<file path="src/rtl/core/bti_ram.sv">
// Generic single-write, single-read RAM with registered read data.
// Standalone; no package use.
`default_nettype none

module bti_ram #(
    parameter int  WIDTH = 32,
    parameter int  DEPTH = 64,
    localparam int AW    = $clog2(DEPTH)
) (
    input  wire logic             clk,
    input  wire logic             we,
    input  wire logic [AW-1:0]    waddr,
    input  wire logic [WIDTH-1:0] wdata,
    input  wire logic             re,
    input  wire logic [AW-1:0]    raddr,
    output logic      [WIDTH-1:0] rdata
);

    logic [WIDTH-1:0] mem_reg [DEPTH];
    logic [WIDTH-1:0] rdata_reg;

    always_ff @(posedge clk) begin
        if (we) begin
            mem_reg[waddr] <= wdata;
        end
        if (re) begin
            rdata_reg <= mem_reg[raddr];
        end
    end

    assign rdata = rdata_reg;

endmodule

`default_nettype wire

</file>
<file path="config.mk">
export PLATFORM = sky130hd
export DESIGN_NAME = bti_ram
export DESIGN_NICKNAME = d
export VERILOG_FILES = /design/src/rtl/core/bti_ram.sv
export SDC_FILE = /design/constraint.sdc
export NUM_CORES = 2
export LEC_CHECK = 0
export ABC_AREA = 1
export BUFFER_PORTS_ARGS = -buffer_cell sky130_fd_sc_hd__buf_2
export CAP_MARGIN = 20
export CELL_PAD_IN_SITES_DETAIL_PLACEMENT = 0
export CELL_PAD_IN_SITES_GLOBAL_PLACEMENT = 1
export CORE_ASPECT_RATIO = 0.75
export CORE_MARGIN = 4
export CORE_UTILIZATION = 35
export CTS_CLUSTER_SIZE = 14
export DETAILED_ROUTE_END_ITERATION = 6
export PLACE_DENSITY = 0.61
export RECOVER_POWER = 50
export REMOVE_ABC_BUFFERS = 1
export SLEW_MARGIN = 5
export SYNTH_ARGS = -nofsm -noshare
export SYNTH_HDL_FRONTEND = slang
export SYNTH_SLANG_ARGS = --single-unit
</file>
<file path="constraint.sdc">
create_clock -name clk -period 13.7 [get_ports clk]
set_input_delay 2.74 -clock clk [delete_from_list [all_inputs] [get_ports clk]]
set_output_delay 2.74 -clock clk [all_outputs]
set_load 0.01 [all_outputs]
</file>
[After elaboration in Yosys (flattened, before gate mapping)]
Memory sizes are Yosys's and may differ from the RTL's. A register that Yosys moved wholly into a read port is not among the register bits.
Cells that the tools add are included.
Storage, ports and cells
  register bits: 0
  logic and storage cells: 3
  output and inout bits: 32
  input bits: 47
  bits in writable memories: 2048
  memories kept: 1
Memory list
  mem_reg: depth 64, bits a word 32, rd ports 1, clocked after Yosys merged registers in 1, write ports 1, line 19  | logic [WIDTH-1:0] mem_reg [DEPTH];
Cells by class
  muxes and demuxes: 2
Operators with widths (number)
  $mux W1: 2

[Longest topological paths before layout]
  word-level depth: 2
  mapped depth: 13
  depth with buffers taken out: 9

[Least setup slack after synthesis]
OpenSTA, ideal clock, no wires.
  kind: input to register
  start: input port we
  end: memory mem_reg[48][0] (enable)
  arrival: 6.368 ns
  setup slack: 6.830 ns
  setup time: 0.502 ns
  stages: 3
  data required time: 13.198 ns
  path buffers: 1
  path through: clkbuf_1 > nand4_1 > nor4_1
Between the ends
  longest elaborated chain between the ends: 2
RTL lines
  from (decl): line 11  | input wire logic we,
  $mux W1: line 23  | if (we) begin
  $mux W1 (implied by the code): line 24  | mem_reg[waddr] <= wdata;
  to (decl): line 19
Every way passes these cells.

[Worst setup path after layout]
  start: input port re
  end: register rdata_reg[1] (netlist: rdata[1]), read port of mem_reg (enable)
RTL lines
  from (decl): line 14  | input wire logic re,
  to (decl): line 20  | logic [WIDTH-1:0] rdata_reg;
No word-level cell between the ends.

==> flow_summary_export.csv <==
group,metric,value,unit
cts,clock_sinks,2080,
power_and_ir_drop,total_power,13.41,mW
min_path,hp-start,"mem_reg[50][14]$_DFFE_PP_",
cts,htreeDepth,4,
setup_path,r2r_cells,8,
timing,final.period_utilization,45.64,%
setup_path,timing.rr.start,"mem_reg[63][8]$_DFFE_PP_",
logic_synthesis,synth_compound_area_share,0,%
logic_synthesis,synth-xor-area-share,0,%
setup_path,cp_slowest_stage_delay,2820,ps
routing,dr_total_vias,54023,
setup_path,worstSetupStartpointType,"primary input",
routing,highest_layer,"met5",
logic_synthesis,ys_ff_latch,2080,
layout,fill_cells,22242,
global_routing,grt_pass1_wl,381.2,mm
floorplan,rows,154,
logic_synthesis,synthAdderAreaFrac,0,%
logic_synthesis,synthSimpleGateAreaFrac,22.03,%
setup_path,path_common_cell,"clkbuf_1",
power_and_ir_drop,switching_power,3.083,mW
floorplan,die_h,429.9,um
cts,insertion_delay,870,ps
routing,vias_per_cell,5.376,
layout,largest_reg_flops,2048,
routing,drtIter0Drc,6614,
min_path,min_path_type,"flip-flop to flip-flop",
setup_path,path_cells,"clkbuf_1 -> clkbuf_1",
setup_path,arrival,6610,ps
routing,drt-met1-wl,120.2,mm
floorplan,start_util,35.27,%
routing,avgRoutedWirePerCell,26.88,um
cts,hold_buffers,0,
logic_synthesis,ys_seq_area_share,75.20,%
layout,nets,6812,
layout,syn2layout_area_growth,12.23,%
power_and_ir_drop,ir_drop,0.1044,mV
global_routing,grt_usage,21.49,%
timing,finalWorstSetupSlack,7447,ps
cts,cts_buffer_depth,4,
timing,skew,39.98,ps
global_routing,overflow,0,
place,gp_congestion,0.7611,
timing,tightest_slew,3907,ps
timing,setup_viol,0,
setup_path,critPathCapture,"rdata[1]$_DFFE_PP_",
place,post-place-ws,6703,ps
logic_synthesis,synthMuxAreaShare,0,%
logic_synthesis,synth_cell_types,15,
routing,ant_nets,0,
layout,drive_above_1_share,7.673,%
setup_path,r2r_setup_slack,11820,ps
cts,tritoncts,"done",
floorplan,ioPinCount,79,
power_and_ir_drop,swShare,23.00,%
global_routing,grt_max_degree,225,
power_and_ir_drop,clkPwrFrac,41.1,%
logic_synthesis,syn_area,83060,um^2
routing,wl_met3,24.60,mm
setup_path,crit_path_top_delay_cell,"clkbuf_1",
setup_path,criticalPathCategory,"primary input to flip-flop",
setup_path,crit_buf_inv,2,
routing,route.detailed.drc,0,
routing,routed_wl,270.1,mm
logic_synthesis,ys_warn_count,0,
setup_path,endpoint_kind,"flip-flop",
timing,finalMaxSlewViolations,1975,
floorplan,core_area,235500,um^2
place,dpl.hpwl,132.7,mm
logic_synthesis,syn_area_per_cell,12.27,um^2
routing,met2_length,118.3,mm
power_and_ir_drop,p_comb_share,6.0,%
cts,cts_root_buffer,"clkbuf_16",
cts,cts_resized,0,
setup_path,cp-startpoint,"re",
floorplan,die-area,245200,um^2
cts,numCtsBuffers,207,
timing,hold_violations,0,
run_status,status,"finished, violations left",
power_and_ir_drop,seqPwrFrac,52.9,%
setup_path,timing.rr.end,"rdata[8]$_DFFE_PP_",
job,drv_cap,33,
power_and_ir_drop,intPower,10.33,mW
setup_path,critical_path.top_delay_family,"buffers and inverters",
global_routing,grt_antenna_before_repair,30,
cts,clk_pin_slew_worst_paths,60,ps
timing,relSlewSlack,-160.5,%
floorplan,dieWidth,570.5,um
setup_path,required,14060,ps
cts,cts_setup_buffers,0,
run_status,violations,"capacitance limit, slew limit",
logic_synthesis,syn_inst,6769,
power_and_ir_drop,leakagePower,32.09,nW
routing,drt-pass1-iter-count,6,
setup_path,crit_cells,2,
logic_synthesis,synth_top_family_by_area,"simple AND/OR/NAND/NOR gates",
timing,rsz0062_at_grt,"no",
global_routing,grt_pass1_vias,50446,
power_and_ir_drop,p_per_area,143.9,nW/um^2
setup_path,crit_fanout,26,
timing,min_period,6253,ps
place,portBuffers,78,
timing,fin_tns_setup,0,ps
timing,fmax,159.9,MHz
-- cells by family after synthesis --
kind of cell  count (synthesis)
buf+inv                     461
flops                      2080
simple gates               4228
-- routing by layer --
metal | vias up | track usage (%)
li1 | 24140 | -
met1 | 27061 | 31.84
met2 | 2387 | 32.05
met3 | 421 | 4.718
met4 | 14 | 5.346
met5 | - | 0
-- power by group through the flow --
stage                     sequential (mW)  combinational, mW  clock [mW]
final                                7.10              0.798        5.51
after global routing                 7.10              0.872        5.89
after CTS                            7.09              0.803        5.61
after detailed placement             7.23              0.801           0
after global placement               7.23              0.797           0
after floorplan                      7.21              0.375           0
-- stage by stage --
step	hold slack [ps]	instances	utilization, %	area, um^2
final	859.5	10049	39.59	93220
after floorplan	795.9	6320	-	80810
after CTS	863.0	10032	39.62	93300
after global routing	961.4	10043	39.58	93200
after global placement	845.7	9668	36.92	86940
after detailed placement	844.4	9668	36.92	86940
-- placed cells by master, fill, tap and decap left out --
master	n
nand3_1	1907
inv_6	4
edfxtp_1	2080
clkbuf_1	83
inv_16	3
nor2_4	56
clkinv_1	53
inv_2	1
clkinv_16	1
buf_4	110
nor4_1	3
diode_2	9
clkinvlp_4	1
buf_12	13
bufinv_16	15
nand2_1	2248
nor4_2	5
clkinv_2	42
clkbuf_16	210
clkbuf_8	1
inv_1	6
buf_8	3
inv_8	3
nand4_1	9
buf_2	63
-- cell type report --
type,count,area [um^2],area share (%)
Antenna cell,9,22.52,0.02416
Clock buffer,247,5394,5.786
Clock inverter,117,963.4,1.034
Inverter,12,88.84,0.09530
Multi-Input combinational cell,4228,18750,20.12
Sequential cell,2080,62460,67.01
Tap cell,3120,3904,4.188
Timing Repair Buffer,236,1633,1.752
-- how the worst min path moves through the flow --
stage                     endpoint  slack [ps]  cells past startpoint
2_1_floorplan  rdata[18]$_DFFE_PP_         800                      8
3_3_place_gp   rdata[14]$_DFFE_PP_         850                      8
3_5_place_dp   rdata[14]$_DFFE_PP_         840                      8
4_1_cts        rdata[14]$_DFFE_PP_         860                      8
5_1_grt        rdata[28]$_DFFE_PP_         960                      8
6_report       rdata[14]$_DFFE_PP_         860                      8
-- cell usage after synthesis --
library cell	n	area, um^2
nand3_1	1907	9544
nand2_1	2248	8438
clkbuf_1	77	289.0
nor2_1	56	210.2
buf_1	40	150.1
buf_2	282	1411
inv_4	1	6.260
buf_8	2	30.03
buf_4	45	337.8
inv_2	2	7.510
nor4_1	8	50.05
inv_1	9	33.78
buf_6	3	33.78
nand4_1	9	56.30
edfxtp_1	2080	62460
No activity file was read; power rests on OpenSTA's default activity.
