--- src/rtl/core/bti_pkg.sv ---
// Shared types and codes for the bilinear table interpolator.
// Used by every module under rtl/core except bti_ram; depends on nothing.
`default_nettype none

package bti_pkg;

    // Input item operations
    localparam logic [1:0] OP_LOAD_ANGLE = 2'd0;
    localparam logic [1:0] OP_LOAD_SPEED = 2'd1;
    localparam logic [1:0] OP_LOAD_COEF  = 2'd2;
    localparam logic [1:0] OP_LOOKUP     = 2'd3;

    // Configuration register indexes
    localparam int          CFG_INDEX_WIDTH = 4;
    localparam logic [3:0]  CFG_ANGLE_COUNT = 4'd0;
    localparam logic [3:0]  CFG_SPEED_COUNT = 4'd1;

    // Width of stored breakpoints and table entries (Q16.16)
    localparam int POINT_WIDTH = 32;

    typedef struct packed {
        logic [1:0]         operation;
        logic [5:0]         row_index;
        logic [3:0]         column_index;
        logic signed [31:0] load_value;
        logic signed [31:0] query_angle;
        logic signed [31:0] query_speed;
    } in_item_t;

    typedef struct packed {
        logic signed [31:0] interpolated;
        logic               angle_outside;
        logic               speed_outside;
        logic               degenerate;
    } out_item_t;

    // Status of one axis search
    typedef struct packed {
        logic               done;
        logic               outside;
        logic signed [31:0] p_lo;
        logic signed [31:0] p_hi;
    } srch_stat_t;

    // Status of the linear step unit
    typedef struct packed {
        logic done;
        logic deg;
    } lerp_stat_t;

endpackage

`default_nettype wire

--- src/rtl/core/bti_lerp.sv ---
// Multi-cycle linear step: slope by restoring division, term by byte-serial
// multiply, then saturating add; a zero-width segment skips to the add. Depends on bti_pkg (lerp_stat_t).
`default_nettype none

module bti_lerp #(
    parameter int  DW = 32,
    parameter int  VW = 32,
    localparam int QW   = DW + 16,
    localparam int PW   = QW + 32,
    localparam int TW   = PW - 16,
    localparam int SW   = 66,
    localparam int CNTW = $clog2(QW + 1)
) (
    input  wire logic                clk,
    input  wire logic                rstn,
    input  wire logic                start,
    input  wire logic signed [DW-1:0] d0,
    input  wire logic signed [DW-1:0] d1,
    input  wire logic signed [31:0]  p0,
    input  wire logic signed [31:0]  p1,
    input  wire logic signed [31:0]  x,
    output logic signed [DW-1:0]     res,
    output bti_pkg::lerp_stat_t      stat
);

    localparam logic [2:0] L_IDLE = 3'd0;
    localparam logic [2:0] L_DIV  = 3'd1;
    localparam logic [2:0] L_MUL  = 3'd2;
    localparam logic [2:0] L_TERM = 3'd3;
    localparam logic [2:0] L_SUM  = 3'd4;

    localparam logic signed [SW-1:0] VMAX_S   = (SW'(1) << (VW - 1)) - SW'(1);
    localparam logic signed [SW-1:0] VMIN_S   = ~VMAX_S;
    localparam logic [TW-1:0]        TQ_LIMIT = TW'(1) << 62;

    logic [2:0]          state_reg;
    logic                done_reg, deg_reg;
    logic [CNTW-1:0]     cnt_reg;
    logic signed [DW-1:0] d0_reg, res_reg;
    logic [QW-1:0]       num_reg;
    logic [31:0]         rem_reg, wm_reg, xm_reg;
    logic [PW-1:0]       acc_reg;
    logic signed [63:0]  term_reg;
    logic                neg_reg, zero_reg, dpos_reg, dneg_reg;

    logic signed [DW:0]  diff_w;
    logic signed [32:0]  w_w, dx_w;
    logic [DW-1:0]       dm_w;
    logic [31:0]         wm_w, xm_w;
    logic                dnz_w, xnz_w;
    logic [32:0]         rem_sh, rem_sub;
    logic                ge_w;
    logic [QW+7:0]       mprod;
    logic [TW-1:0]       tq_full;
    logic [62:0]         tq_cap, tq1;
    logic signed [63:0]  term_w;
    logic signed [SW-1:0] sum_w, sat_w;
    logic                sat_flag;

    // Operand preparation at start
    assign diff_w = {d1[DW-1], d1} - {d0[DW-1], d0};
    assign w_w    = {p1[31], p1} - {p0[31], p0};
    assign dx_w   = {x[31], x} - {p0[31], p0};
    assign dm_w   = diff_w[DW] ? DW'(-diff_w) : diff_w[DW-1:0];
    assign wm_w   = w_w[32] ? 32'(-w_w) : w_w[31:0];
    assign xm_w   = dx_w[32] ? 32'(-dx_w) : dx_w[31:0];
    assign dnz_w  = (diff_w != '0);
    assign xnz_w  = (dx_w != '0);

    // One quotient bit per cycle
    assign rem_sh  = {rem_reg, num_reg[QW-1]};
    assign ge_w    = (rem_sh >= {1'b0, wm_reg});
    assign rem_sub = rem_sh - {1'b0, wm_reg};

    // Slope times one byte of |dx|
    assign mprod = num_reg * xm_reg[31:24];

    // Floor-rounded, capped term
    assign tq_full = acc_reg[PW-1:16];
    assign tq_cap  = (tq_full > TQ_LIMIT) ? 63'(TQ_LIMIT) : tq_full[62:0];
    assign tq1     = tq_cap + 63'(neg_reg && (acc_reg[15:0] != '0));
    assign term_w  = neg_reg ? -$signed({1'b0, tq1}) : $signed({1'b0, tq1});

    // Saturating sum
    assign sum_w    = SW'(d0_reg) + SW'(term_reg);
    assign sat_flag = (sum_w > VMAX_S) || (sum_w < VMIN_S);
    assign sat_w    = (sum_w > VMAX_S) ? VMAX_S : ((sum_w < VMIN_S) ? VMIN_S : sum_w);

    // Control
    always_ff @(posedge clk) begin
        if (!rstn) begin
            state_reg <= L_IDLE;
            done_reg  <= 1'b0;
        end else begin
            done_reg <= 1'b0;
            case (state_reg)
                L_IDLE: begin
                    if (start) begin
                        state_reg <= (w_w == '0) ? L_SUM : L_DIV;
                    end
                end
                L_DIV: begin
                    if (cnt_reg == CNTW'(1)) begin
                        state_reg <= L_MUL;
                    end
                end
                L_MUL: begin
                    if (cnt_reg == CNTW'(1)) begin
                        state_reg <= L_TERM;
                    end
                end
                L_TERM: begin
                    state_reg <= L_SUM;
                end
                L_SUM: begin
                    state_reg <= L_IDLE;
                    done_reg  <= 1'b1;
                end
                default: begin
                    state_reg <= L_IDLE;
                end
            endcase
        end
    end

    // Datapath
    always_ff @(posedge clk) begin
        case (state_reg)
            L_IDLE: begin
                if (start) begin
                    d0_reg   <= d0;
                    num_reg  <= {dm_w, 16'b0};
                    rem_reg  <= '0;
                    wm_reg   <= wm_w;
                    xm_reg   <= xm_w;
                    cnt_reg  <= CNTW'(QW);
                    neg_reg  <= (diff_w[DW] ^ w_w[32]) ^ dx_w[32];
                    zero_reg <= (w_w == '0);
                    dpos_reg <= dnz_w && xnz_w && (diff_w[DW] == dx_w[32]);
                    dneg_reg <= dnz_w && xnz_w && (diff_w[DW] != dx_w[32]);
                    term_reg <= '0;
                end
            end
            L_DIV: begin
                rem_reg <= ge_w ? rem_sub[31:0] : rem_sh[31:0];
                num_reg <= {num_reg[QW-2:0], ge_w};
                if (cnt_reg == CNTW'(1)) begin
                    cnt_reg <= CNTW'(4);
                    acc_reg <= '0;
                end else begin
                    cnt_reg <= cnt_reg - 1'b1;
                end
            end
            L_MUL: begin
                acc_reg <= {acc_reg[PW-9:0], 8'b0} + PW'(mprod);
                xm_reg  <= {xm_reg[23:0], 8'b0};
                cnt_reg <= cnt_reg - 1'b1;
            end
            L_TERM: begin
                term_reg <= term_w;
            end
            L_SUM: begin
                if (zero_reg) begin
                    deg_reg <= 1'b1;
                    if (dpos_reg) begin
                        res_reg <= DW'(VMAX_S);
                    end else if (dneg_reg) begin
                        res_reg <= DW'(VMIN_S);
                    end else begin
                        res_reg <= DW'(sat_w);
                    end
                end else begin
                    deg_reg <= sat_flag;
                    res_reg <= DW'(sat_w);
                end
            end
            default: begin
            end
        endcase
    end

    assign res       = res_reg;
    assign stat.done = done_reg;
    assign stat.deg  = deg_reg;

endmodule

`default_nettype wire

--- config.mk ---
export PLATFORM = sky130hd
export DESIGN_NAME = bti_lerp
export DESIGN_NICKNAME = d
export VERILOG_FILES = /design/src/rtl/core/bti_pkg.sv /design/src/rtl/core/bti_lerp.sv
export SDC_FILE = /design/constraint.sdc
export NUM_CORES = 2
export LEC_CHECK = 0
export BUFFER_PORTS_ARGS = -buffer_cell sky130_fd_sc_hd__buf_2
export CAP_MARGIN = 40
export CORE_MARGIN = 8
export CORE_UTILIZATION = 45
export DETAILED_ROUTE_END_ITERATION = 16
export PLACE_DENSITY = 0.73
export SYNTH_ARGS = -nofsm -noshare
export SYNTH_HDL_FRONTEND = slang
export SYNTH_SLANG_ARGS = --single-unit
export TNS_END_PERCENT = 30
--- constraint.sdc ---
create_clock -name clk -period 9.5 [get_ports clk]
set_input_delay 0.95 -clock clk [delete_from_list [all_inputs] [get_ports clk]]
set_output_delay 0.95 -clock clk [all_outputs]
set_load 0.01 [all_outputs]
# Word-level counts from Yosys, hierarchy flattened
# Index checks and enable logic that the tools add are counted.
[totals]
ff_bits = 367
[classes]
add_sub_neg = 12
mul = 1
magnitude_cmp = 4
eq_ne = 10
mux = 30
bitwise = 2
n_reduce_logical = 22
[ops]
columns = ["op", "n"]
rows = [
  ["$mux W32", 11],
  ["$pmux W80 S2", 1],
  ["$mux W64", 2],
  ["$pmux W32 S2", 2],
  ["$pmux W64 S2", 1],
  ["$sub A32 B32 Y33", 3],
  ["$neg A32 Y32", 3],
  ["$pmux W48 S2", 1],
  ["$add A80 B56 Y80", 1],
  ["$mux W80", 1],
  ["$reduce_bool A33 Y1", 2],
  ["$add A32 B64 Y65", 1],
  ["$gt A65 B32 Y1 const B", 1],
  ["$lt A65 B32 Y1 const B", 1],
  ["$gt A64 B63 Y1 const B", 1],
  ["$neg A63 Y64", 1],
  ["$add A63 B1 Y63", 1],
  ["$mux W63", 1],
  ["$mul A48 B8 Y56", 1],
  ["$mux W48", 1],
  ["$ge A33 B32 Y1", 1],
  ["$logic_not A33 Y1", 1],
  ["$sub A32 B32 Y32", 1],
  ["$pmux W6 S3", 1],
  ["other kinds (21)", 40],
]

# Longest topological paths before layout
[logic_depth]
ltp_word = 7
ltp_mapped = 26

# Least setup slack after synthesis
# Ideal clock, no wire load.
[synth_timing]
path_type = "reg-to-reg"
from = "reg state_reg[0]"
to = "reg acc_reg[0] (enable)"
arrival_time_ns = 6.833
slack_ns = 2.038
path_stages_with_launch = 5
n_path_buf = 2
cell_sequence = "dfxtp_1 > or3b_2 > clkbuf_1 > clkbuf_1 > o21ai_0"
[synth_between]
elab_chain_cells = 3
elab_cells_between_ends = 5
cone_classes = "3 x eq/ne; 2 x reduce/logical"
[synth_lines]
columns = ["item", "line", "source"]
rows = [
  ["from (decl)", "bti_lerp.sv:36", "logic [2:0] state_reg;"],
  ["from (signal assigned)", "bti_lerp.sv:99", "state_reg <= (w_w == '0) ? L_SUM : L_DIV;"],
  ["$eq A3 B1 Y1 / $eq A3 B2 Y1 (equally long branches)", "bti_lerp.sv:128", "case (state_reg)"],
  ["$ne A2 B2 Y1 (no line) / $reduce_bool A2 Y1 (equally long branches)", "-", ""],
  ["$reduce_and A2 Y1 (no line) (*)", "-", ""],
  ["to (signal assigned)", "bti_lerp.sv:155", "acc_reg <= {acc_reg[PW-9:0], 8'b0} + PW'(mprod);"],
  ["to (decl)", "bti_lerp.sv:42", "logic [PW-1:0] acc_reg;"],
]
# Mark *: on every way between the ends. The rest lies on a longest branch, timed or not.
# A chain may end at the register's enable or synchronous reset.

# Final worst setup path
[layout_timing]
from = "reg xm_reg[28]"
to = "reg acc_reg[68], data pin"
[layout_between]
elab_chain_cells = 3
[layout_lines]
columns = ["item", "line", "source"]
rows = [
  ["from (decl)", "bti_lerp.sv:41", "logic [31:0] rem_reg, wm_reg, xm_reg;"],
  ["from (signal assigned)", "bti_lerp.sv:135", "xm_reg <= xm_w;"],
  ["from (signal assigned)", "bti_lerp.sv:156", "xm_reg <= {xm_reg[23:0], 8'b0};"],
  ["$mul A48 B8 Y56", "bti_lerp.sv:76", "assign mprod = num_reg * xm_reg[31:24];"],
  ["$add A80 B56 Y80", "bti_lerp.sv:155", ""],
  ["$pmux W80 S2", "bti_lerp.sv:128", ""],
]
# No other way between the ends.

==> summary by stage <==
Clocking
The CTS root buffer is clkbuf_16. TritonCTS built the clock tree. After clock tree synthesis, the clock-pin slew on the worst setup and hold paths is 0.06 ns.

The clock drives 367 sinks. Buffers added to address setup during post-CTS repair amount to 0. At the later pin of the worst-skew pair, clock insertion delay measures 0.61 ns. The number of levels in the clock H-tree is 2.

Post-CTS repair changed the size of 0 cells. The number of buffers inserted during clock tree synthesis is 45. The cts-stage hold buffer count is 0. The largest buffer count on any clock path is 3.

Setup path
The maximum fanout count along the critical path is 26. The signal on the critical path passes through buf_4 > and2_1 > fa_1 > fa_1 > fa_1 > inv_1 > fa_1 > inv_1 > ha_1 > or3_1 > o2111ai_1 > nand4_1 > a2111oi_0 > buf_4 > o21ai_0 > and3_1 > o21ai_0 > a21oi_1 > o21ai_1 > buf_4 > or4_1 > a21oi_1. The slowest stage of the critical path belongs to the cell edfxtp_1.

Counting both buffers and inverters, the worst setup path holds a total of 5. For flop-to-flop paths, the worst setup slack is 1.90 ns. In this design, the critical path's most frequently occurring cell is fa_1. The endpoint class of the critical path is a flop. In this design, the stage delay of the slowest critical-path cell is 0.88 ns. The cell family contributing the most delay on the critical path is adder cells. At the worst endpoint, the required time is 9.84 ns. By startpoint and endpoint, the worst setup path is classified as flop to flop. The kind of launch point of the worst setup path is a flop. At the worst endpoint, the arrival time is 7.94 ns.

Synthesis
The count of synthesis-stage warnings from yosys is 0. The share of the Yosys chip area taken by registers is 0.244. The average footprint of a synthesized cell is 8.50 um^2.

Counting every net in the synthesized netlist gives 6,075. Among all cell types in the netlist, the one instantiated most often is inv_1. By area the synthesized netlist is led by edfxtp_1 (24%), fa_1 (15%), ha_1 (7.9%). Synthesis inferred 367 register bits. Synthesis produced a netlist whose cell count is 5,300. Counting flops with an async set or reset pin after synthesis yields a share of 0.

Sorting the synthesized cells by how often they occur yields inv_1 (568), nor2_1 (481), nand2_1 (476), edfxtp_1 (363), a21oi_1 (332). The synthesized design spends more area on one cell type than any other, namely edfxtp_1. In this run, distinct cell masters in the synthesized netlist total 102. The most used flip-flop cell after synthesis is edfxtp_1. After synthesis the cells add up to 0.0450 mm^2. The share of synthesized area in the top cell type comes to 0.242. The synthesized design contains 363 enable-type register cells.

Die
In this run the horizontal extent of the chip is 332 um. In this run the core area contains 116 standard-cell rows. The initial core utilization is 0.452. The placeable core area is 0.0997 mm^2. The height of the die is 332 um. 197 I/O pins were placed. The die footprint is 0.110 mm^2.

Drt
Wire segments on met2 add up to 66,300 um in the final route. Before antenna repair, the detailed router went through 6 iterations. After detailed routing, the average wire length per cell comes to 20.3 um. The met1 wire length is 55,100 um. The routed design has 136,000 um of wire. For this run, design rule violations remaining after detail routing come to 0. The via density per instance is 5.86.

The highest routing layer actually used is met4. Summing over every cut layer, the via total after detailed routing is 39,200. In this run the remaining antenna-violating nets after routing total 0. The detailed router's first-iteration violation count is 3,386.

The routed design uses 8420 um of met3 wire.

Global route
The number of global-route vias before repair is 38,700. The pin count of the biggest net entering global routing is 82. The initial antenna violation count is 1. The first global-routing pass estimated 215,000 um of wire. Across every metal layer, demand over resource in global routing totals 0.239.

The overall overflow remaining after global route is 0.

Timing
In this run the tightest slew margin relative to its limit is 0.389. Setup violations remaining at the end of the flow were counted as 0. Setup repair after global routing left no endpoint under its margin. The max-slew violation count came to 0.

The worst hold slack is 0.524 ns. For the final database, setup skew stands at 0.0226 ns. Of the available clock period, the critical path in the final layout requires 0.800. The transition at the pin with the smallest max-transition slack is 0.904 ns. Static timing analysis puts the maximum clock frequency at 132 MHz. The routed design could run at a clock period as short as 7.60 ns. Adding up every negative setup slack in the final design gives 0 ns. The count of final hold-check violations is 0.

Status
The run finished with clean final reports.

Place
Routability-driven placement finished with a final weighted congestion of 0.976. Detailed placement finished with a half-perimeter wire length of 111,000 um. The number of buffers inserted by port buffering is 196.

Power and ir drop
The leakage power summed over all cells is 20.5 nW. The power per cell area is 371 mW/mm^2. The maximum ir drop on the vdd rail is 524 uV. The sum of internal, switching and leakage power is 18.1 mW.

Final layout
The fraction of layout cells with a size suffix above 1 is 0.0741. At the end of the flow, the number of nets in the layout was 6,126. The flip-flop count of the largest register, all copies and words added is 80. Relative to the synthesized area, the layout overhead comes to 8.27%.

Hold path
The path class of the lowest-slack min-delay path is flop to flop.

Flow run
Across the run, the number of max-cap violations was 0.
[through the flow]
step | instance area [um^2] | setup slack [ns] | instances | utilization
2_1_floorplan | 45000 | 2.04 | 5300 | -
3_3_place_gp | 47100 | 1.67 | 6594 | 0.472
3_5_place_dp | 47200 | 2.02 | 6602 | 0.473
4_1_cts | 48800 | 2.01 | 6684 | 0.489
5_1_grt | 48800 | 1.54 | 6685 | 0.489
6_report | 48800 | 1.90 | 6685 | 0.489
[final timing paths]
kind	startpoint	to	depth (start not counted)
setup / recovery	xm_reg[28]$_DFFE_PP_	acc_reg[68]$_SDFFCE_PN0P_	22
hold / removal	xm_reg[3]$_SDFFCE_PP0P_	xm_reg[11]$_DFFE_PP_	2
setup reg to reg	xm_reg[28]$_DFFE_PP_	acc_reg[68]$_SDFFCE_PN0P_	22
hold reg to reg	xm_reg[3]$_SDFFCE_PP0P_	xm_reg[11]$_DFFE_PP_	2
[layout by cell type, fill, tap and decap left out, types with 44 or more instances in the layout]
master | netlist | layout
a211oi_1 | 49 | 49
a21o_1 | 102 | 102
a21oi_1 | 332 | 332
a31oi_1 | 56 | 54
and2_1 | 306 | 306
buf_2 | 11 | 196
clkbuf_16 | 0 | 46
edfxtp_1 | 363 | 363
fa_1 | 328 | 328
ha_1 | 284 | 284
inv_1 | 568 | 567
nand2_1 | 476 | 473
nand2b_1 | 49 | 49
nand3_1 | 107 | 107
nand4_1 | 109 | 109
nor2_1 | 481 | 479
nor3_1 | 99 | 99
nor4_1 | 53 | 53
o211ai_1 | 63 | 63
o21a_1 | 51 | 51
o21ai_0 | 260 | 259
o31ai_1 | 44 | 44
xnor2_1 | 242 | 242
xor2_1 | 156 | 156
[tightest hold or removal path, cell delays in order (launching register included)]
cell and delay, ns:
edfxtp_1 0.32, nand2_1 0.04, o21ai_0 0.06
[metal layers]
layer / vias up / global-route usage
met5: - / 0
met4: 0 / 0.0940
met3: 333 / 0.0327
met2: 1411 / 0.418
met1: 19000 / 0.298
li1: 18500 / -
[power by group]
group,switching [mW],total [mW],internal [mW]
Sequential,0.206,2.19,1.98
Combinational,8.34,14.1,5.71
Clock,0.758,1.84,1.08
Total,9.31,18.1,8.78
[cell families after synthesis]
kind of cell / synth area share
muxes: 0.00525
xor gates and xnor gates: 0.0778
DFF: 0.244
adders and majority gates: 0.225
buffers and inverters: 0.0680
and+or+nand+nor: 0.213
AOI/OAI and AO/OA: 0.168
[cell type report]
class                   count  area [um^2]
diodes                      1         2.50
clock inverters            32          388
clock buffers              50         1170
multi-input cells        4125        31100
repair buffers            241         1390
fillers                  9459        50900
well taps                1298         1620
inverters                 571         2140
flip-flops and latches    367        11000
(Power assumes the default switching activity.)
