File: config.mk
export PLATFORM = sky130hd
export DESIGN_NAME = bti_search
export DESIGN_NICKNAME = d
export VERILOG_FILES = /design/src/rtl/core/bti_pkg.sv /design/src/rtl/core/bti_search.sv
export SDC_FILE = /design/constraint.sdc
export NUM_CORES = 1
export LEC_CHECK = 0
export ABC_AREA = 1
export BUFFER_PORTS_ARGS = -buffer_cell sky130_fd_sc_hd__buf_4
export CORE_AREA = 2 2 180 182
export CTS_BUF_LIST = sky130_fd_sc_hd__clkbuf_4 sky130_fd_sc_hd__clkbuf_8
export CTS_CLUSTER_DIAMETER = 200
export DETAILED_ROUTE_END_ITERATION = 8
export DIE_AREA = 0 0 182 184
export GPL_TIMING_DRIVEN = 0
export PLACE_DENSITY = 0.78
export SLEW_MARGIN = 10
export SYNTH_ARGS = -nofsm -noshare
export SYNTH_HDL_FRONTEND = slang
export SYNTH_SLANG_ARGS = --single-unit
File: constraint.sdc
create_clock -name clk -period 6.2 [get_ports clk]
set_input_delay 0 -clock clk [delete_from_list [all_inputs] [get_ports clk]]
set_output_delay 0 -clock clk [all_outputs]
set_load 0.05 [all_outputs]
File: src/rtl/core/bti_pkg.sv
// Shared types and codes for the bilinear table interpolator.
// Used by every module under rtl/core except bti_ram; depends on nothing.
`default_nettype none

package bti_pkg;

    // Input item operations
    localparam logic [1:0] OP_LOAD_ANGLE = 2'd0;
    localparam logic [1:0] OP_LOAD_SPEED = 2'd1;
    localparam logic [1:0] OP_LOAD_COEF  = 2'd2;
    localparam logic [1:0] OP_LOOKUP     = 2'd3;

    // Configuration register indexes
    localparam int          CFG_INDEX_WIDTH = 4;
    localparam logic [3:0]  CFG_ANGLE_COUNT = 4'd0;
    localparam logic [3:0]  CFG_SPEED_COUNT = 4'd1;

    // Width of stored breakpoints and table entries (Q16.16)
    localparam int POINT_WIDTH = 32;

    typedef struct packed {
        logic [1:0]         operation;
        logic [5:0]         row_index;
        logic [3:0]         column_index;
        logic signed [31:0] load_value;
        logic signed [31:0] query_angle;
        logic signed [31:0] query_speed;
    } in_item_t;

    typedef struct packed {
        logic signed [31:0] interpolated;
        logic               angle_outside;
        logic               speed_outside;
        logic               degenerate;
    } out_item_t;

    // Status of one axis search
    typedef struct packed {
        logic               done;
        logic               outside;
        logic signed [31:0] p_lo;
        logic signed [31:0] p_hi;
    } srch_stat_t;

    // Status of the linear step unit
    typedef struct packed {
        logic done;
        logic deg;
    } lerp_stat_t;

endpackage

`default_nettype wire

File: src/rtl/core/bti_search.sv
// Linear segment search over one breakpoint axis held in a RAM.
// Depends on bti_pkg (srch_stat_t); reads the axis RAM through its read port.
`default_nettype none

module bti_search #(
    parameter int  DEPTH = 64,
    localparam int AW    = $clog2(DEPTH),
    localparam int CW    = $clog2(DEPTH + 1)
) (
    input  wire logic               clk,
    input  wire logic               rstn,
    input  wire logic               start,
    input  wire logic [CW-1:0]      count,
    input  wire logic signed [31:0] x,
    output logic                    rd_en,
    output logic [AW-1:0]           rd_addr,
    input  wire logic [31:0]        rd_data,
    output logic [AW-1:0]           seg,
    output bti_pkg::srch_stat_t     stat
);

    logic              issuing_reg, vld_reg, fin_reg, done_reg, found_reg;
    logic [CW-1:0]     issue_reg, vidx_reg, count_reg;
    logic signed [31:0] x_reg, first_reg, second_reg, prev_reg, pen_reg, last_reg;
    logic signed [31:0] flo_reg, fhi_reg, lo_reg, hi_reg;
    logic [AW-1:0]     fseg_reg, seg_reg;
    logic              out_reg;
    logic signed [31:0] pt;
    logic              hit;

    assign pt  = $signed(rd_data);
    assign hit = (vidx_reg != '0) && !found_reg && (prev_reg < x_reg) && (x_reg <= pt);

    // Read sequencing and completion
    always_ff @(posedge clk) begin
        if (!rstn) begin
            issuing_reg <= 1'b0;
            vld_reg     <= 1'b0;
            fin_reg     <= 1'b0;
            done_reg    <= 1'b0;
            found_reg   <= 1'b0;
        end else begin
            vld_reg <= issuing_reg;
            fin_reg <= vld_reg && (vidx_reg == count_reg - 1'b1);
            if (start) begin
                issuing_reg <= 1'b1;
                done_reg    <= 1'b0;
                found_reg   <= 1'b0;
            end else begin
                if (issuing_reg && issue_reg == count_reg - 1'b1) begin
                    issuing_reg <= 1'b0;
                end
                if (vld_reg && hit) begin
                    found_reg <= 1'b1;
                end
                if (fin_reg) begin
                    done_reg <= 1'b1;
                end
            end
        end
    end

    // Scan datapath: track first, second, previous and last points
    always_ff @(posedge clk) begin
        vidx_reg <= issue_reg;
        if (start) begin
            issue_reg <= '0;
            x_reg     <= x;
            count_reg <= count;
        end else if (issuing_reg) begin
            issue_reg <= issue_reg + 1'b1;
        end
        if (vld_reg) begin
            prev_reg <= pt;
            if (vidx_reg == '0) begin
                first_reg <= pt;
            end
            if (vidx_reg == CW'(1)) begin
                second_reg <= pt;
            end
            if (hit) begin
                fseg_reg <= vidx_reg[AW-1:0];
                flo_reg  <= prev_reg;
                fhi_reg  <= pt;
            end
            if (vidx_reg == count_reg - 1'b1) begin
                last_reg <= pt;
                pen_reg  <= prev_reg;
            end
        end
        // Pick the segment once the scan is complete
        if (fin_reg) begin
            if (x_reg <= first_reg) begin
                seg_reg <= AW'(1);
                lo_reg  <= first_reg;
                hi_reg  <= second_reg;
                out_reg <= 1'b1;
            end else if (x_reg >= last_reg) begin
                seg_reg <= AW'(count_reg - 1'b1);
                lo_reg  <= pen_reg;
                hi_reg  <= last_reg;
                out_reg <= 1'b1;
            end else if (found_reg) begin
                seg_reg <= fseg_reg;
                lo_reg  <= flo_reg;
                hi_reg  <= fhi_reg;
                out_reg <= 1'b0;
            end else begin
                seg_reg <= AW'(count_reg - 1'b1);
                lo_reg  <= pen_reg;
                hi_reg  <= last_reg;
                out_reg <= 1'b0;
            end
        end
    end

    assign rd_en        = issuing_reg;
    assign rd_addr      = issue_reg[AW-1:0];
    assign seg          = seg_reg;
    assign stat.done    = done_reg;
    assign stat.outside = out_reg;
    assign stat.p_lo    = lo_reg;
    assign stat.p_hi    = hi_reg;

endmodule

`default_nettype wire

; ---- After elaboration in Yosys (flattened, before gate mapping)
; Cells that the tools add are included.
; W data, S select, Z words.
[word_totals]
mem_bits_rw = 0
ff_bits = 359
out_inout_bits = 79
wordCells = 57
mem_count = 0
latchBits = 0
in_bits = 74
romBits = 0
[op_classes]
div = 0
n_lt_le_gt_ge = 4
multipliers = 0
n_mux = 11
eq_ne = 3
n_addsub = 2
reduce_logical = 15
shift = 0
n_bitwise = 1
[ops]
columns = op, n
row1 = $mux W32, 6
row2 = $le A32 B32 Y1, 2
row3 = $ge A32 B32 Y1, 1
row4 = $lt A32 B32 Y1, 1
row5 = $eq A7 B7 Y1, 2
row6 = $mux W6, 2
row7 = $reduce_and A2 Y1, 4
row8 = $add A7 B1 Y7 const B, 1
row9 = $eq A7 B1 Y1 const B, 1
row10 = $logic_not A7 Y1, 1
row11 = $reduce_bool A7 Y1, 1
row12 = $sub A7 B1 Y7 const B, 1
row13 = $logic_and A1 B1 Y1, 6
row14 = $mux W1, 3
row15 = $reduce_bool A2 Y1, 1
row16 = $reduce_or A2 Y1, 1
row17 = $logic_not A1 Y1, 1
row18 = $not A1 Y1, 1

; ---- Longest topological paths before layout
; Gate-level depths: netlist of run 1.
[logic_depth]
ltp_word = 5
mapped_depth = 19
mapped_depth_nobuf = 19

; ---- Least setup slack after synthesis of run 1
; Ideal clock, no wire load.
[synth_path]
kind = register to register
startpoint = register vld_reg
endpoint = register last_reg[0] (enable)
path_stages_with_launch = 5
period_less_slack_ns = 6.573
slack_ns = -0.373
required_ns = 5.635
path_buffers = 0
setup_ns = 0.565
arrival_ns = 6.008
cell_sequence = dfxtp_1 > o21ai_0 > nor4_1 > o2111ai_1 > nor3_1
[synth_between]
elab_chain_cells = 1
[synth_rtl]
columns = element, line_no
row1 = "start, declared", bti_search.sv:22  ; logic issuing_reg, vld_reg, fin_reg, done_reg, found_reg;
row2 = "start signal, assigned", bti_search.sv:43  ; vld_reg <= issuing_reg;
row3 = $reduce_and A2 Y1 (no source line), --
row4 = "end signal, assigned", bti_search.sv:87  ; last_reg <= pt;
row5 = "end, declared", bti_search.sv:24  ; logic signed [31:0] x_reg, first_reg, second_reg, prev_reg, pen_reg, last_reg;
; No other way between the ends.
; A chain may end at the register's enable or synchronous reset.

; ---- Final worst setup path of run 1
[layout_path]
startpoint = register x_reg[31]
endpoint = register lo_reg[2], data pin
[layout_between]
elab_chain_cells = 3
word_cells_on_any_way = 4
cone_classes = order compare: 2 / mux: 2
[layout_rtl]
columns = element, line_no
row1 = "start, declared", bti_search.sv:24
row2 = "start signal, assigned", bti_search.sv:68  ; x_reg <= x;
row3 = $ge A32 B32 Y1, bti_search.sv:98  ; end else if (x_reg >= last_reg) begin
row4 = $mux W32, bti_search.sv:98
row5 = $mux W32 *, bti_search.sv:93  ; if (x_reg <= first_reg) begin
row6 = "end signal, assigned", bti_search.sv:95  ; lo_reg <= first_reg;
row7 = "end signal, assigned", bti_search.sv:100  ; lo_reg <= pen_reg;
row8 = "end signal, assigned", bti_search.sv:105  ; lo_reg <= flo_reg;
row9 = "end, declared", bti_search.sv:25  ; logic signed [31:0] flo_reg, fhi_reg, lo_reg, hi_reg;
; Mark *: on every way between the ends. The rest lies on a longest branch, timed or not.

==> impl_metrics.toml, run 1 <==
[power_and_ir_drop]
vdd_drop_max_uv = 167
p_per_area_nw_per_um2 = 269
switchingPower_mw = 1.49
leakage_nw = 9.52
power_frac_seq_pct = 48.7
p_comb_share_pct = 13.8
p_int_mw = 4.26
pwr-share-clk_pct = 37.5
swShare_pct = 26.0
power_mw = 5.75

[synth]
synth_seq_area_share_pct = 60.6
synth_cell_type_count = 40
synth_ff_type = "edfxtp_1"
synth_seq_cells = 359
yosys-top-cells-area = "edfxtp_1 58%, nand2_1 13%, ha_1 9.2%, inv_1 3.9%, nand4_1 2.8%"
syn_area_per_cell_sq_um = 10.6
synth_top_cell_by_area = "edfxtp_1"
yosysMostFrequentCell = "nand2_1"
asyncSetResetFlopFracSynth_pct = 0
netlist_area_sq_um = 17500
synth_enable_flop_cells = 340
synth_top_area_share_pct = 58.4
synth_commonest_cells = "595 x nand2_1, 340 x edfxtp_1, 182 x inv_1"
ys_warn_count = 0
synth_cells = 1652
synth_fp_nets = 1855

[setup_path]
worstSetupPathType = "reg2reg"
critical-path-slowest-cell = "clkbuf_1"
crit_top_cell = "nand4_1"
crit_required_ns = 6.67
critPathLaunchType = "flip-flop"
cp-end-kind = "flip-flop"
crit_path_max_fanout = 10
arrival_ns = 3.84
slowest_delay_ns = 0.60
crit_chain = "ha_1 -> nand4_1 -> nor3_2 -> nand4_1 -> clkinv_1 -> nand4_1 -> nand3_2 -> clkbuf_1 -> nand2_1 -> nand2_1"

[floorplan]
chipHeight_um = 184
rows = 65
ioPinCount = 153
start_util_pct = 55.7
die_w_um = 182
coreArea_sq_um = 31400
die_area_sq_um = 33500

[timing]
min_period_ns = 3.37
drv_slew = 0
fin_hold_ws_ns = 0.100
fin_skew_ns = 0.0269
worst_pin_slew_ns = 0.758
fmax_mhz = 297
rsz0062_at_grt = "no"
fin_crit_sh_pct = 54.3
hold_viol_final = 0
relSlewSlack_pct = 49.5
fin_ws_ns = 2.83
setup_violations = 0

[clocking]
htreeDepth = 2
cts_tree = "yes"
post-cts-setup-buffers = 0
clkTransAtPathRegs_ns = 0.06
numCtsBuffers = 58
cts.sinks = 359
cts_root_buf = "clkbuf_8"
clkLatencyLatePin_ns = 0.62
cts-resized-gates = 0
cts_buffer_depth = 3

[grt]
grt_max_degree = 44
gr-total-overflow = 0
first_global_vias = 13500
grt_util_all_layers_pct = 26.8
antenna_found_initial = 0
grt_pass1_wl_um = 69200

[cells_and_area]
multi_input_area_sq_um = 5660
syn2layout_area_growth_pct = 22.3
n_fill_cell = 2196
drive_gt1_share_pct = 16.2
n_antenna_cell = 0
seqCellArea_sq_um = 10600
nNetsFinal = 2156

[job]
max_cap_viol_count = 0

[placement]
io_buffers = 152
hpwl_um = 31600
post-place-ws_ns = 2.94
gp_congestion = 0.912

[routing]
post_drt_wl_per_cell_um = 18.7
via_count = 13300
wl_um = 44900
via_per_inst = 5.52
ant_nets = 0
dr.pass1.iters = 6
first_iter_violations = 1059
drc_errors = 0

[worst_hold_path]
hp-class = "in2reg"

[status]
status = "complete, no violations"
## placed cells by master, fill, tap and decap left out, types with 59 or more instances in the layout
master	netlist	layout
buf_4	20	177
ha_1	129	129
edfxtp_1	340	340
nand2_1	595	595
clkbuf_8	0	61
o21ai_0	59	59
nand4_1	79	79
dlygate4sd3_1	0	73
a21oi_1	67	67
inv_1	182	182
## logic make-up (layout without fill, tap and decap cells)
group	Yosys count	after routing	share of synthesized area (%)
flops	359	359	60.6
fa+ha+maj	129	129	9.23
xor+xnor	8	8	0.401
compound gates	144	144	4.38
simple gates	761	761	18.2
buf+inv	251	600	7.19
## per-layer routing
| layer | GRT usage (%) | wire [um] | vias up | share of wire [%] |
|---|---|---|---|---|
| met2 | 46.9 | 22200 | 689 | 50 |
| met1 | 33.2 | 17500 | 6238 | 39 |
| met5 | 0 | 0 | - | 0 |
| met3 | 4.34 | 3730 | 126 | 8.3 |
| met4 | 11.3 | 1460 | 0 | 3.3 |
| li1 | - | - | 6211 | - |
## per-stage QoR
stage / TNS (ns) / util [%] / area, sq um / std cells
final: 0 / 68.1 / 21400 / 2403
after global routing: 0 / 68.1 / 21400 / 2403
after CTS: 0 / 68.1 / 21400 / 2403
after detailed placement: 0 / 61.9 / 19400 / 2222
after global placement: -181.91 / 60.9 / 19100 / 2206
after floorplan: 0 / - / 17500 / 1652
## layout make-up
cell class | instances | share of cell area, %
flip-flops and latches | 359 | 49.6
multi-input cells | 1042 | 26.5
repair buffers | 241 | 9.97
clock buffers | 83 | 4.70
inverters | 186 | 3.27
plain buffers | 65 | 2.62
well taps | 402 | 2.35
clock inverters | 25 | 1.05
## worst max-delay path, delay by kind of cell, from the launching register on
family        cells  cell delay, ns
fa+ha+maj         1            0.46
buf+inv           2            0.74
flops             1            0.48
simple gates      7            1.51
## repair_timing
action / 4_1_cts / 5_1_grt
hold buffers: 73 / 0
hold endpoints to repair: 243 / 0
endpoints found under the setup margin: 0 / 0
## worst paths after layout
path / startpoint / end / slack (ns) / cells after the start
worst min-delay path: x[31] / x_reg[31] / 0.1 / 2
worst min register to register: issue_reg[6] / vidx_reg[6] / 0.38 / 0
worst max-delay path: x_reg[31] / lo_reg[2] / 2.83 / 10
worst max register to register: x_reg[31] / lo_reg[2] / 2.83 / 10
## power by group through the flow
stage	clock, mW	combinational, mW	sequential [mW]
2_1_floorplan	0	0.463	2.84
3_3_place_gp	0	0.697	2.86
3_5_place_dp	0	0.740	2.85
4_1_cts	2.18	0.782	2.80
5_1_grt	2.29	0.876	2.81
6_report	2.16	0.791	2.80
Note: power is estimated with default switching activity, not from simulation.
==> inputs of run 2 (changes only) <==
clock period = 2.7 ns   (was 6.2 ns; I/O delays follow)
==> impl_metrics.toml, run 2 (same netlist as run 1, synthesis figures left out) <==
[worst_hold_path]
hp-class = "in2reg"
holdCritStartpoint = "x[31]"
worstHoldEndpoint = "x_reg[31]"
min_path_cells = 2

[clocking]
cts_buffer_depth = 3
clkLatencyLatePin_ns = 0.63
clkTransAtPathRegs_ns = 0.07
numCtsBuffers = 57
cts.sinks = 359
cts_tree = "yes"
htreeDepth = 2
cts_root_buf = "clkbuf_8"

[grt]
grt_use_met2_pct = 48.4
grt_util_all_layers_pct = 27.8
grtUsageMet3_pct = 5.31
first_global_vias = 13800
grt_pass1_wl_um = 71500
grt_busiest_layer = "met2"
gr-total-overflow = 0
gr-usage-met1_pct = 33.5
grt_max_degree = 45
antenna_found_initial = 0

[setup_path]
crit_path_max_fanout = 6
ff2ff_path_depth = 14
worstSetupPathType = "reg2reg"
reg2reg_slack_ns = -0.32
cp-end-kind = "flip-flop"
critPathLaunchType = "flip-flop"
r2r_end = "flo_reg[16]"
crit_required_ns = 3.01
r2r_start = "x_reg[30]"
arrival_ns = 3.32

[routing]
via_count = 14100
wl_um = 51500
dr.pass1.iters = 6
via_per_inst = 5.79
ant_nets = 0
first_iter_violations = 1603
drc_errors = 0
post_drt_wl_per_cell_um = 21.1

[placement]
hpwl_um = 30800
gp_congestion = 0.900
io_buffers = 152
post-place-ws_ns = -0.563

[power_and_ir_drop]
switchingPower_mw = 3.75
p_int_mw = 9.99
p_comb_share_pct = 17.9
power_frac_seq_pct = 47.0
pwr-share-clk_pct = 35.1
swShare_pct = 27.3
leakage_nw = 10.2
power_mw = 13.7
vdd_drop_max_uv = 470
p_per_area_nw_per_um2 = 598

[timing]
min_period_ns = 3.02
setup_violations = 142
drv_slew = 0
worst_pin_slew_ns = 0.764
fin_hold_ws_ns = 0.0902
fin_skew_ns = 0.0427
setup-tns-final_ns = -33.15
hold_viol_final = 0
relSlewSlack_pct = 48.9
fin_ws_ns = -0.315
fin_crit_sh_pct = 112
fmax_mhz = 332
rsz0062_at_grt = "yes"

[floorplan]
coreArea_sq_um = 31400
die_area_sq_um = 33500
die_w_um = 182
chipHeight_um = 184
start_util_pct = 55.7
rows = 65
ioPinCount = 153

[cells_and_area]
n_fill_cell = 1920
nNetsFinal = 2203
syn2layout_area_growth_pct = 31.4
most-common-layout-cells = "495 x nand2_1, 340 x edfxtp_1, 190 x buf_4"
final_common_cell = "nand2_1"
multi_input_area_sq_um = 6440
seqCellArea_sq_um = 10600
drive_gt1_share_pct = 25.2
n_antenna_cell = 0

[job]
max_cap_viol_count = 0

[status]
violations = "negative setup slack"
status = "complete, but fails checks"
## run 2: per-stage QoR
stage | utilization (%) | cells | instance area [sq um]
final | 73.2 | 2444 | 23000
after global routing | 73.2 | 2444 | 23000
after CTS | 71.0 | 2428 | 22300
after detailed placement | 62.1 | 2219 | 19500
after global placement | 61.2 | 2206 | 19200
after floorplan | - | 1652 | 17600
## run 2: worst max path at each step
stage | from | to | depth (start not counted)
detailed placement | x_reg[15] | hi_reg[27] | 12
floorplan | count_reg[0] | last_reg[0] | 9
global route | x_reg[30] | flo_reg[11] | 14
finish | x_reg[30] | flo_reg[16] | 14
global placement | count_reg[0] | last_reg[13] | 6
CTS | x_reg[31] | hi_reg[3] | 15
## run 2: timing repair
| action | 4_1_cts | 5_1_grt |
|---|---|---|
| setup endpoints to repair | 155 | 173 |
| hold endpoints to repair | 243 | 0 |
| resized for setup | 130 | 124 |
| pin swaps | 39 | 45 |
| buffers inserted | 29 | 14 |
| cloned | 7 | 5 |
| hold buffers | 73 | 0 |
## run 2: area by class of cell
cell class / count / area share (%)
clock buffer: 80 / 4.33
timing repair buffer: 291 / 12.5
tap: 402 / 2.19
buffer: 62 / 2.91
inverter: 186 / 3.08
clock inverter: 21 / 0.768
sequential: 359 / 46.1
multi-input combinational: 1043 / 28.1
## run 2: critical path, cell delays in order, from the launching register on
cell	delay, ns
edfxtp_1	0.58
buf_6	0.17
inv_1	0.05
ha_1	0.33
nand2_2	0.11
nor2_4	0.11
nand4_1	0.24
nor4_2	0.21
nand2_1	0.17
nand3_2	0.12
nand2_2	0.07
nor2_4	0.12
buf_12	0.13
buf_12	0.14
buf_12	0.13
## run 2: power by group through the flow
stage / sequential, mW / combinational (mW) / clock [mW]
final: 6.45 / 2.46 / 4.82
after global routing: 6.45 / 2.62 / 5.08
after floorplan: 6.51 / 1.08 / 0
after detailed placement: 6.55 / 1.70 / 0
after global placement: 6.55 / 1.61 / 0
after CTS: 6.44 / 2.08 / 4.81
## run 2: per-layer routing
metal  wire, um  share of wire [%]
met4       3160                6.1
met3       4660                9.1
met1      19000                 37
met5          0                  0
met2      24600                 48
==> inputs of run 3 (changes only) <==
CORE_AREA = 2 2 213 215   (was 2 2 180 182)
DIE_AREA = 0 0 215 217   (was 0 0 182 184)
PLACE_DENSITY = default   (was 0.78)
==> impl_metrics.toml, run 3 (same netlist as run 1, synthesis figures left out) <==
[status]
status = "complete, but fails checks"
violations = "negative setup slack"

[setup_path]
r2r_end = "hi_reg[25]"
critPathLaunchType = "flip-flop"
reg2reg_slack_ns = -0.26
crit_chain = "buf_6 -> ha_4 -> nand4_1 -> nor3_4 -> nand4_1 -> clkinv_2 -> nand2_4 -> nand2_2 -> nand2_2 -> nand3_4 -> inv_6 -> buf_12 -> buf_12 -> nand2_1 -> nand2_2"
crit_top_cell = "nand2_2"
arrival_ns = 3.36
worstSetupPathType = "reg2reg"
slowest_delay_ns = 0.46
startpoint = "x_reg[31]"
cp-end-kind = "flip-flop"
crit_path_max_fanout = 5
crit_buf_inv = 5
ff2ff_path_depth = 15
crit_family = "simple AND/OR/NAND/NOR gates"
r2r_start = "x_reg[31]"
critical-path-slowest-cell = "edfxtp_1"
crit_required_ns = 3.10

[clocking]
clkTransAtPathRegs_ns = 0.06
cts_root_buf = "clkbuf_8"
htreeDepth = 2
cts_buffer_depth = 3
clkLatencyLatePin_ns = 0.69
numCtsBuffers = 61
cts.sinks = 359
cts_tree = "yes"

[grt]
gr-total-overflow = 0
grt_pass1_wl_um = 76500
grt_util_all_layers_pct = 21.6
first_global_vias = 13300
antenna_found_initial = 1
grt_max_degree = 45

[placement]
placedCellCount = 2416
io_buffers = 152
gp_congestion = 0.868
hpwl_um = 33300

[timing]
min_period_ns = 2.96
fin_skew_ns = 0.0389
setup_violations = 141
fmax_mhz = 338
hold_viol_final = 0
fin_ws_ns = -0.262
relSlewSlack_pct = 38.9
fin_crit_sh_pct = 110
drv_slew = 0
worst_pin_slew_ns = 0.914
rsz0062_at_grt = "yes"

[power_and_ir_drop]
power_mw = 14.0
vdd_drop_max_uv = 340
p_per_area_nw_per_um2 = 579
leakage_nw = 10.6

[routing]
via_count = 13400
ant_nets = 0
post_drt_wl_per_cell_um = 18.9
dr.pass1.iters = 5
wl_um = 51100
via_per_inst = 4.98
first_iter_violations = 1111
drc_errors = 0

[floorplan]
coreArea_sq_um = 44700
ioPinCount = 153
start_util_pct = 39.1
rows = 78
die_w_um = 215
chipHeight_um = 217
die_area_sq_um = 46700

[worst_hold_path]
worstHoldEndpoint = "x_reg[24]"
holdCritStartpoint = "x[24]"
min_path_cells = 2
hp-class = "in2reg"

[cells_and_area]
most-common-layout-cells = "452 x nand2_1, 340 x edfxtp_1, 195 x buf_4"
nNetsFinal = 2253
syn2layout_area_growth_pct = 38.5
fin_cells = 2702
final_common_cell = "nand2_1"
drive_gt1_share_pct = 28.0

[job]
max_cap_viol_count = 0
==> run 3: final cells by class <==
class	instances	area, sq um
fill	3851	20500
antenna	1	2.50
clock buffer	74	937
multi-input combinational	1043	6650
buffer	64	746
sequential	359	10600
clock inverter	40	268
tap	600	751
inverter	186	714
timing repair buffer	335	3550
==> run 3: where the power goes <==
part	total (mW)	internal [mW]	switching, mW	leakage [nW]
Sequential	6.45	6.30	0.143	3.27
Combinational	2.69	1.21	1.48	6.71
Clock	4.89	2.58	2.30	0.627
Total	14.0	10.1	3.92	10.6
==> run 3: worst register-to-register path, cell delays in order, from the launching register on <==
cell,delay (ns)
edfxtp_1,0.46
buf_6,0.16
ha_4,0.26
nand4_1,0.23
nor3_4,0.31
nand4_1,0.21
clkinv_2,0.14
nand2_4,0.08
nand2_2,0.09
nand2_2,0.06
nand3_4,0.14
inv_6,0.07
buf_12,0.15
buf_12,0.14
nand2_1,0.07
nand2_2,0.09
==> run 3: timing repair <==
| action | in CTS | in global routing |
|---|---|---|
| gates cloned | 21 | 3 |
| setup endpoints to repair | 206 | 190 |
| pin swaps | 47 | 80 |
| resized for setup | 199 | 158 |
| hold buffers | 90 | 0 |
| endpoints found under the hold margin | 243 | 0 |
| buffers inserted | 44 | 18 |
==> run 3: worst max path at each step <==
stage / endpoint / cells after the start
global placement: last_reg[13] / 6
finish: hi_reg[25] / 15
detailed placement: hi_reg[27] / 12
floorplan: last_reg[0] / 9
global route: hi_reg[31] / 14
CTS: lo_reg[10] / 14
==> run 3: per-stage QoR <==
stage | cell area (sq um) | hold slack (ns) | setup slack, ns | setup TNS [ns] | utilization, %
after floorplan | 17600 | 0.0989 | -0.672 | -63.75 | -
after global placement | 19500 | 0.180 | -2.18 | -400.40 | 43.5
after detailed placement | 19800 | 0.179 | -0.668 | -79.83 | 44.2
after CTS | 23500 | 0.000551 | -0.289 | -22.92 | 52.6
after global routing | 24200 | 0.0114 | -0.350 | -30.75 | 54.2
final | 24200 | 0.0514 | -0.262 | -19.54 | 54.2
==> run 3: metal layers <==
metal | share of wire [%] | up-vias | global-route usage [%]
met4 | 3.1 | 0 | 7.82
met1 | 42 | 6440 | 27.5
met2 | 49 | 466 | 36.9
li1 | - | 6439 | -
met3 | 6.3 | 101 | 3.97
met5 | 0 | - | 0
